--- src/design/afd_pkg.sv ---
`timescale 1ns / 1ps
`default_nettype none
// ----------------------------------------------------------------------------
// afd_pkg
// Shared constants, types and helpers for the API frame deframer.
// ----------------------------------------------------------------------------
package afd_pkg;

  localparam logic [7:0] START_BYTE = 8'h7E;
  localparam logic [7:0] SUM_TARGET = 8'hFF;

  // parse phase codes; 5..7 behave as hunting
  localparam logic [2:0] PH_HUNT  = 3'd0;
  localparam logic [2:0] PH_LENHI = 3'd1;
  localparam logic [2:0] PH_LENLO = 3'd2;
  localparam logic [2:0] PH_BODY  = 3'd3;
  localparam logic [2:0] PH_CSUM  = 3'd4;

  // end-of-frame status codes
  localparam logic [1:0] ST_OK      = 2'd0;
  localparam logic [1:0] ST_CSUM    = 2'd1;
  localparam logic [1:0] ST_EMPTY   = 2'd2;
  localparam logic [1:0] ST_UNKNOWN = 2'd3;

  // frame type codes the receiver recognizes
  localparam logic [7:0] FT_AT_RESP     = 8'h88;
  localparam logic [7:0] FT_TX_STAT_OLD = 8'h89;
  localparam logic [7:0] FT_MODEM_STAT  = 8'h8A;
  localparam logic [7:0] FT_TX_STAT     = 8'h8B;
  localparam logic [7:0] FT_RX_PKT      = 8'h90;
  localparam logic [7:0] FT_RX_PKT_EXPL = 8'h91;
  localparam logic [7:0] FT_REMOTE_AT   = 8'h97;

  // received word held in the input register
  typedef struct packed {
    logic       valid;
    logic [7:0] rx_byte;
  } byte_word_t;

  function automatic logic kind_known(input logic [7:0] k);
    logic known;
    known = 1'b0;
    case (k) inside
      FT_AT_RESP, FT_TX_STAT_OLD, FT_MODEM_STAT, FT_TX_STAT,
      FT_RX_PKT, FT_RX_PKT_EXPL, FT_REMOTE_AT: known = 1'b1;
      default: known = 1'b0;
    endcase
    return known;
  endfunction

endpackage
`default_nettype wire

--- src/design/afd_byte_if.sv ---
`timescale 1ns / 1ps
`default_nettype none
// ----------------------------------------------------------------------------
// afd_byte_if
// Valid/ready channel carrying one received serial byte per word.
// ----------------------------------------------------------------------------
interface afd_byte_if;
  logic       valid;
  logic       ready;
  logic [7:0] rx_byte;

  modport source (output valid, output rx_byte, input ready);
  modport sink   (input valid, input rx_byte, output ready);
endinterface
`default_nettype wire

--- src/design/afd_result_if.sv ---
`timescale 1ns / 1ps
`default_nettype none
// ----------------------------------------------------------------------------
// afd_result_if
// Valid/ready channel carrying one body byte or end-of-frame status per word.
// ----------------------------------------------------------------------------
interface afd_result_if;
  logic        valid;
  logic        ready;
  logic [7:0]  data_byte;
  logic [15:0] byte_index;
  logic        frame_end;
  logic [1:0]  frame_status;

  modport source (output valid, output data_byte, output byte_index,
                  output frame_end, output frame_status, input ready);
  modport sink   (input valid, input data_byte, input byte_index,
                  input frame_end, input frame_status, output ready);
endinterface
`default_nettype wire

--- src/design/afd_in_stage.sv ---
`timescale 1ns / 1ps
`default_nettype none
// ----------------------------------------------------------------------------
// afd_in_stage
// Input register: captures one received byte and holds it until the parser
// consumes it.
// ----------------------------------------------------------------------------
module afd_in_stage (
  input  wire logic         clk,
  input  wire logic         rst,
  afd_byte_if.sink          rx,
  input  wire logic         advance,
  output afd_pkg::byte_word_t word
);

  logic       valid;
  logic [7:0] rx_byte;

  // take a new word when empty or when the held one leaves this cycle
  assign rx.ready = !valid || advance;

  always_ff @(posedge clk) begin
    if (rst) begin
      valid <= 1'b0;
    end else if (rx.ready) begin
      valid <= rx.valid;
    end
  end

  always_ff @(posedge clk) begin
    if (rx.ready && rx.valid) begin
      rx_byte <= rx.rx_byte;
    end
  end

  assign word.valid   = valid;
  assign word.rx_byte = rx_byte;

endmodule
`default_nettype wire

--- src/design/afd_parser.sv ---
`timescale 1ns / 1ps
`default_nettype none
// ----------------------------------------------------------------------------
// afd_parser
// Frame state machine, running checksum and result register.
// ----------------------------------------------------------------------------
module afd_parser (
  input  wire logic                clk,
  input  wire logic                rst,
  input  wire afd_pkg::byte_word_t word,
  output logic                     advance,
  afd_result_if.source             res
);

  logic [2:0]  phase;
  logic [2:0]  phase_next;
  logic [15:0] frame_length;
  logic [15:0] frame_length_next;
  logic [15:0] body_count;
  logic [15:0] body_count_next;
  logic [7:0]  running_sum;
  logic [7:0]  running_sum_next;
  logic [7:0]  frame_kind;
  logic [7:0]  frame_kind_next;

  logic        has_result;
  logic        end_result;
  logic [1:0]  status;
  logic [7:0]  b;
  logic [15:0] count_inc;
  logic [15:0] full_length;

  logic        out_valid;
  logic [7:0]  data_byte;
  logic [15:0] byte_index;
  logic        frame_end;
  logic [1:0]  frame_status;

  // consume the held word once the result register can take a result
  assign advance     = word.valid && (!out_valid || res.ready);
  assign b           = word.rx_byte;
  assign count_inc   = body_count + 16'd1;
  assign full_length = {frame_length[15:8], b};

  always_comb begin
    phase_next        = phase;
    frame_length_next = frame_length;
    body_count_next   = body_count;
    running_sum_next  = running_sum;
    frame_kind_next   = frame_kind;
    has_result        = 1'b0;
    end_result        = 1'b0;
    status            = afd_pkg::ST_OK;
    unique case (phase)
      afd_pkg::PH_LENHI: begin
        frame_length_next = {b, 8'h00};
        phase_next        = afd_pkg::PH_LENLO;
      end
      afd_pkg::PH_LENLO: begin
        frame_length_next = full_length;
        body_count_next   = '0;
        running_sum_next  = '0;
        frame_kind_next   = '0;
        phase_next        = (full_length == 16'd0) ? afd_pkg::PH_CSUM : afd_pkg::PH_BODY;
      end
      afd_pkg::PH_BODY: begin
        if (body_count == 16'd0) begin
          frame_kind_next = b;
        end
        running_sum_next = running_sum + b;
        body_count_next  = count_inc;
        has_result       = 1'b1;
        if (count_inc == frame_length) begin
          phase_next = afd_pkg::PH_CSUM;
        end
      end
      afd_pkg::PH_CSUM: begin
        // checksum failure wins, then empty, then unknown type
        if (running_sum + b != afd_pkg::SUM_TARGET) begin
          status = afd_pkg::ST_CSUM;
        end else if (frame_length == 16'd0) begin
          status = afd_pkg::ST_EMPTY;
        end else if (!afd_pkg::kind_known(frame_kind)) begin
          status = afd_pkg::ST_UNKNOWN;
        end else begin
          status = afd_pkg::ST_OK;
        end
        has_result = 1'b1;
        end_result = 1'b1;
        phase_next = afd_pkg::PH_HUNT;
      end
      default: begin
        phase_next = (b == afd_pkg::START_BYTE) ? afd_pkg::PH_LENHI : afd_pkg::PH_HUNT;
      end
    endcase
  end

  always_ff @(posedge clk) begin
    if (rst) begin
      phase        <= afd_pkg::PH_HUNT;
      frame_length <= '0;
      body_count   <= '0;
      running_sum  <= '0;
      frame_kind   <= '0;
    end else if (advance) begin
      phase        <= phase_next;
      frame_length <= frame_length_next;
      body_count   <= body_count_next;
      running_sum  <= running_sum_next;
      frame_kind   <= frame_kind_next;
    end
  end

  always_ff @(posedge clk) begin
    if (rst) begin
      out_valid <= 1'b0;
    end else if (advance) begin
      out_valid <= has_result;
    end else if (res.ready) begin
      out_valid <= 1'b0;
    end
  end

  always_ff @(posedge clk) begin
    if (advance && has_result) begin
      data_byte    <= b;
      byte_index   <= body_count;
      frame_end    <= end_result;
      frame_status <= status;
    end
  end

  assign res.valid        = out_valid;
  assign res.data_byte    = data_byte;
  assign res.byte_index   = byte_index;
  assign res.frame_end    = frame_end;
  assign res.frame_status = frame_status;

  a_phase_legal: assert property (@(posedge clk) disable iff (rst)
    phase <= afd_pkg::PH_CSUM)
    else $error("parse phase left the defined codes");

  a_body_bound: assert property (@(posedge clk) disable iff (rst)
    phase == afd_pkg::PH_BODY |-> body_count < frame_length)
    else $error("body count reached frame length inside the body");

  a_body_status_ok: assert property (@(posedge clk) disable iff (rst)
    out_valid && !frame_end |-> frame_status == afd_pkg::ST_OK)
    else $error("body byte carries a nonzero status");

  a_empty_to_csum: assert property (@(posedge clk) disable iff (rst)
    advance && phase == afd_pkg::PH_LENLO && full_length == 16'd0
    |=> phase == afd_pkg::PH_CSUM)
    else $error("empty frame did not go to checksum");

  a_stall_no_advance: assert property (@(posedge clk) disable iff (rst)
    out_valid && !res.ready |-> !advance)
    else $error("parser advanced while a result was stalled");

endmodule
`default_nettype wire

--- src/design/api_frame_deframer_unit.sv ---
`timescale 1ns / 1ps
`default_nettype none
// ----------------------------------------------------------------------------
// api_frame_deframer_unit
// Serial API frame receiver: hunts for the start byte, reads the 16-bit
// length, streams body bytes with their index and ends each frame with a
// checksum/type status word.
// ----------------------------------------------------------------------------
// Channel  Dir  Payload                                            Handshake
// rx       in   rx_byte[7:0]                                       valid/ready
// result   out  data_byte[7:0] byte_index[15:0] frame_end frame_status[1:0]
//                                                                  valid/ready
//
// One byte per cycle sustained while result is ready; an accepted rx byte reaches
// a result word through the input register, then the result register.
// Hunting and header bytes produce no result word.
// Reset (rst, synchronous) returns the parser to hunting and empties both
// registers.
// A stalled result word holds the held input byte; rx keeps accepting while
// the input register is free.
// ----------------------------------------------------------------------------
module api_frame_deframer_unit (
  input  wire logic    clk,
  input  wire logic    rst,
  afd_byte_if.sink     rx,
  afd_result_if.source result
);

  afd_pkg::byte_word_t word;
  logic                advance;

  afd_in_stage u_in_stage (
    .clk     (clk),
    .rst     (rst),
    .rx      (rx),
    .advance (advance),
    .word    (word)
  );

  afd_parser u_parser (
    .clk     (clk),
    .rst     (rst),
    .word    (word),
    .advance (advance),
    .res     (result)
  );

endmodule
`default_nettype wire
--- src/flat_wrapper.sv ---
// flat-port wrapper written by rule: the top's interface ports become plain ports
module api_frame_deframer_unit_flat 
  (clk, rst, rx_valid, rx_rx_byte, rx_ready, result_valid, result_data_byte, result_byte_index, result_frame_end, result_frame_status, result_ready);
  afd_byte_if rx_i ();
  afd_result_if result_i ();
  input  wire logic clk;
  input  wire logic rst;
  input wire logic [$bits(rx_i.valid)-1:0] rx_valid;
  input wire logic [$bits(rx_i.rx_byte)-1:0] rx_rx_byte;
  output wire logic [$bits(rx_i.ready)-1:0] rx_ready;
  output wire logic [$bits(result_i.valid)-1:0] result_valid;
  output wire logic [$bits(result_i.data_byte)-1:0] result_data_byte;
  output wire logic [$bits(result_i.byte_index)-1:0] result_byte_index;
  output wire logic [$bits(result_i.frame_end)-1:0] result_frame_end;
  output wire logic [$bits(result_i.frame_status)-1:0] result_frame_status;
  input wire logic [$bits(result_i.ready)-1:0] result_ready;
  assign rx_i.valid = rx_valid;
  assign rx_i.rx_byte = rx_rx_byte;
  assign rx_ready = rx_i.ready;
  assign result_valid = result_i.valid;
  assign result_data_byte = result_i.data_byte;
  assign result_byte_index = result_i.byte_index;
  assign result_frame_end = result_i.frame_end;
  assign result_frame_status = result_i.frame_status;
  assign result_i.ready = result_ready;
  api_frame_deframer_unit u_core (.clk(clk), .rst(rst), .rx(rx_i), .result(result_i));
endmodule
--- config.mk ---
export PLATFORM = sky130hd
export DESIGN_NAME = api_frame_deframer_unit_flat
export DESIGN_NICKNAME = d
export VERILOG_FILES = /design/src/design/afd_pkg.sv /design/src/design/afd_byte_if.sv /design/src/design/afd_result_if.sv /design/src/design/afd_in_stage.sv /design/src/design/afd_parser.sv /design/src/design/api_frame_deframer_unit.sv /design/src/flat_wrapper.sv
export SDC_FILE = /design/constraint.sdc
export NUM_CORES = 1
export LEC_CHECK = 0
export ABC_AREA = 1
export BUFFER_PORTS_ARGS = -buffer_cell sky130_fd_sc_hd__buf_4
export CAP_MARGIN = 20
export CORE_MARGIN = 2
export CORE_UTILIZATION = 50
export DETAILED_ROUTE_END_ITERATION = 8
export PLACE_DENSITY = 0.69
export SLEW_MARGIN = 0
export SYNTH_ARGS = -nofsm -noshare
export SYNTH_HDL_FRONTEND = slang
export SYNTH_SLANG_ARGS = --single-unit
--- constraint.sdc ---
create_clock -name clk -period 2.3 [get_ports clk]
set_input_delay 0.23 -clock clk [delete_from_list [all_inputs] [get_ports clk]]
set_output_delay 0.23 -clock clk [all_outputs]
set_load 0.005 [all_outputs]
==> summary.txt <==
Setup path
  • Critical path's most frequent cell: nand3_1
  • Critical Path RT: 2420 ps
  • Reg2Reg Setup Slack: 210 ps
  • Slowest stage delay, CP: slightly above 500 ps
  • Startpoint Class: flip-flop
  • Worst path bufs/invs: 1
  • Critical R2R Launch: u_core.u_in_stage.rx_byte[1]
  • Worst setup path start: u_core.u_in_stage.rx_byte[1]
  • FF-to-FF path depth: 11
  • Critical-path maximum fanout: 6
  • Setup CP Type: flip-flop to flip-flop
  • Critical-path top delay cell: edfxtp_1
  • Critical Path Sink Type: flip-flop
  • Crit path depth: 11
  • Delay-heaviest family, CP: simple AND/OR/NAND/NOR gates
  • CP arrival: 2220 ps
  • CP Cell Sequence: ha_1 > nand3_1 > nand3_1 > nand2_1 > nand2_1 > a21oi_1 > xor2_1 > nor2_1 > nand3_1 > o21ai_0 > inv_1

Layout
  • # fillers: 761
  • ANT cells: 0
  • Layout cell share with drive strength beyond 1: 13.9%
  • Fin nets: 613
  • Layout area overhead: 14.6%

Outcome
  • Status: finished, final reports clean

Place
  • Port-buffer cells: 40
  • Dpl ws: 147 ps
  • Final GP Congestion: between 0.9 and 1
  • Post-DP HPWL: slightly below 8000 um

Power
  • Pwr/cell area: 555 mW/mm^2
  • Total Power: 0.00275 W
  • Leakage power: 2.00 nW
  • Worst vdd ir: 0.345 mV

Global route
  • GRT Total Usage: roughly a quarter
  • Largest net degree at the start of global routing: 54
  • First-pass GRT wire length: 17900 um
  • Grt ovf: 0
  • Antenna violations before repair: 0
  • Number of global-route vias before repair: between 3000 and 4000

STA
  • Finish-stage setup viols: 0
  • Relative slew slack: just over 60%
  • Fin crit period: 2090 ps
  • Max Clk Rate: 478 MHz
  • Slew of the pin with the lowest slew margin: between 500 and 600 ps
  • Worst clock skew: 10.8 ps
  • RSZ-0062 raised after global routing: no
  • Period Utilization, post-route: just over 90%
  • Worst Setup Slack, final: 207 ps
  • Fin. Hold Viols: 0
  • Hold WS: 34.9 ps
  • Final Max Tran Viols: 0
  • Setup TNS Final: 0 ps

Floorplan
  • Die height: 96.9 um
  • Core Box Area: approximately 0.0083 mm^2
  • Ports: 41
  • Die Wd: 96.9 um
  • Initial core utilization: 52.0%
  • Row count: 33
  • Die Area: 0.00940 mm^2

Routing
  • DR DRC count: 0
  • Post-DRT Antenna Nets: 0
  • Iter 0 DRT Violations: ~360
  • Via Count: 3858
  • Drt wl/cell: 15.4 um
  • Pre-antenna DRT Iters: 5
  • Final WL: 10800 um
  • Via/cell ratio: 5.50

Worst hold path
  • Hold WC Path Type: input port to flip-flop
  • Hold depth: 1
  • HP Start: rx_rx_byte[7]

Synthesis
  • Cell variety after synth: 35
  • Post-synthesis net count: 562
  • Yosys Warn Count: 0
  • #FFs+latches synth: 88
  • Syn Inst Count: between 500 and 600
  • Synthesized area: roughly 0.0043 mm^2
  • Seq/Total Area, Yosys: between 40% and 50%
  • Avg Inst Size Synth: 8.00 um^2

Clocking
  • CTS root buf: clkbuf_8
  • H-Tree Level Count: 3
  • Clock latency on the worst-skew pair: roughly 370 ps
  • CTS tree: yes
  • Postcts setup bufs: 0
  • Hold_buf cts: 0
  • Sink Count: 88
  • Post-cts resize count: 0
  • TritonCTS buffer count: 9
  • Clock Tree Buf Depth: 2
  • Worst-path clk slew: 80 ps

Flow run
  • Number of max-cap violations: 0
per-stage QoR:
stage | instance area, um^2 | cells | utilization (%)
after global placement | 4790 | 685 | 57.7
after floorplan | 4320 | 540 | -
after detailed placement | 4790 | 685 | 57.7
after global routing | 4950 | 701 | 59.6
final | 4950 | 701 | 59.6
after CTS | 4940 | 701 | 59.6
metal layers:
layer / vias up / GRT usage (%) / part of all wire (%)
li1: 1904 / - / -
met1: 1778 / 33.3 / 45
met2: 157 / 36.4 / 47
met3: 19 / 4.91 / 6.5
met4: 0 / 10.2 / 1.9
met5: - / 0 / 0
kinds of logic after synthesis:
| kind of cell | count (synthesis) | share of synthesized area [%] |
|---|---|---|
| adders and majority gates | 10 | 3.07 |
| AOI/OAI and AO/OA | 81 | 10.6 |
| xor gates and xnor gates | 10 | 2.35 |
| and+or+nand+nor | 262 | 27.1 |
| DFF | 88 | 48.9 |
| buffers and inverters | 89 | 8.02 |
area by class of cell:
cell class                 instances  area [um^2]  share of cell area [%]
clock buffer                      12          135                    2.73
tap                              105          131                    2.65
clock inverter                     4         21.3                   0.430
multi-input combinational        363         1870                    37.7
sequential                        88         2110                    42.7
inverter                          76          285                    5.76
timing repair buffer              53          398                    8.04
flip-flops by register name, summed over array words and instances, names as in the netlist:
signal	count
u_core.u_in_stage.valid	1
u_core.u_parser.res.valid	1
u_core.u_parser.phase	3
u_core.u_parser.frame_kind	8
u_core.u_parser.running_sum	8
u_core.u_parser.res.frame_end	1
u_core.u_parser.res.frame_status	2
u_core.u_in_stage.rx_byte	8
u_core.u_parser.res.byte_index	16
u_core.u_parser.frame_length	16
u_core.u_parser.res.data_byte	8
u_core.u_parser.body_count	16
synth_stat cells, drive strengths merged:
| cell | instances | share of area (%) |
|---|---|---|
| nand4 | 20 | 2.9 |
| a21boi | 1 | 0.17 |
| nor2 | 45 | 4.9 |
| nor3 | 4 | 0.46 |
| nor4 | 5 | 0.72 |
| and2 | 1 | 0.14 |
| o21ai | 10 | 1.2 |
| ha | 9 | 2.6 |
| xnor2 | 3 | 0.61 |
| edfxtp | 35 | 24 |
| dfxtp | 53 | 25 |
| xor2 | 6 | 1.2 |
| a211oi | 9 | 1.6 |
| clkbuf | 7 | 0.61 |
| o22ai | 8 | 1.2 |
| nand3 | 48 | 5.6 |
| clkinv | 1 | 0.087 |
| fa | 1 | 0.46 |
| a31o | 1 | 0.20 |
| buf | 6 | 0.81 |
| a21oi | 50 | 5.9 |
| inv | 75 | 6.5 |
| xnor3 | 1 | 0.52 |
| or2 | 1 | 0.14 |
| nand2 | 137 | 12 |
| o211ai | 2 | 0.35 |
| nand3b | 1 | 0.17 |
worst paths after layout:
| check | endpoint |
|---|---|
| setup / recovery | u_core.u_parser.res.frame_status[0] |
| hold reg to reg | u_core.u_parser.frame_kind[5] |
| setup reg to reg | u_core.u_parser.res.frame_status[0] |
| hold / removal | u_core.u_in_stage.rx_byte[7] |
worst reg2reg max path, cell delays in order, from the launching register on:
cell and delay [ps]:
edfxtp_1 510, ha_1 320, nand3_1 110, nand3_1 110, nand2_1 120, nand2_1 60, a21oi_1 150, xor2_1 100
nor2_1 100, nand3_1 80, o21ai_0 150, inv_1 50
layout by cell type, fill, tap and decap left out, types with 2 or more instances in the layout:
| cell type | n |
|---|---|
| clkinv_2 | 2 |
| inv_1 | 72 |
| dfxtp_1 | 53 |
| o21ai_0 | 8 |
| nand4_1 | 20 |
| clkbuf_1 | 3 |
| o211ai_1 | 2 |
| xnor2_1 | 3 |
| nor2_4 | 5 |
| nand2_2 | 3 |
| a211oi_1 | 9 |
| nor4_1 | 4 |
| nand2_1 | 134 |
| clkbuf_8 | 9 |
| nor2_2 | 2 |
| buf_4 | 53 |
| clkinv_1 | 2 |
| nor2_1 | 38 |
| ha_1 | 9 |
| edfxtp_1 | 35 |
| inv_2 | 3 |
| o22ai_1 | 8 |
| a21oi_1 | 49 |
| nor3_1 | 4 |
| xor2_1 | 6 |
| nand3_1 | 48 |
power by group:
| part | internal [W] | leakage, nW | total [W] | switching, W |
|---|---|---|---|---|
| Sequential | 0.00163 | 0.782 | 0.00165 | 0.0000188 |
| Clock | 0.000387 | 0.0778 | 0.000920 | 0.000533 |
| Combinational | 0.0000613 | 1.14 | 0.000174 | 0.000113 |
Note: power is estimated with default switching activity, not from simulation.
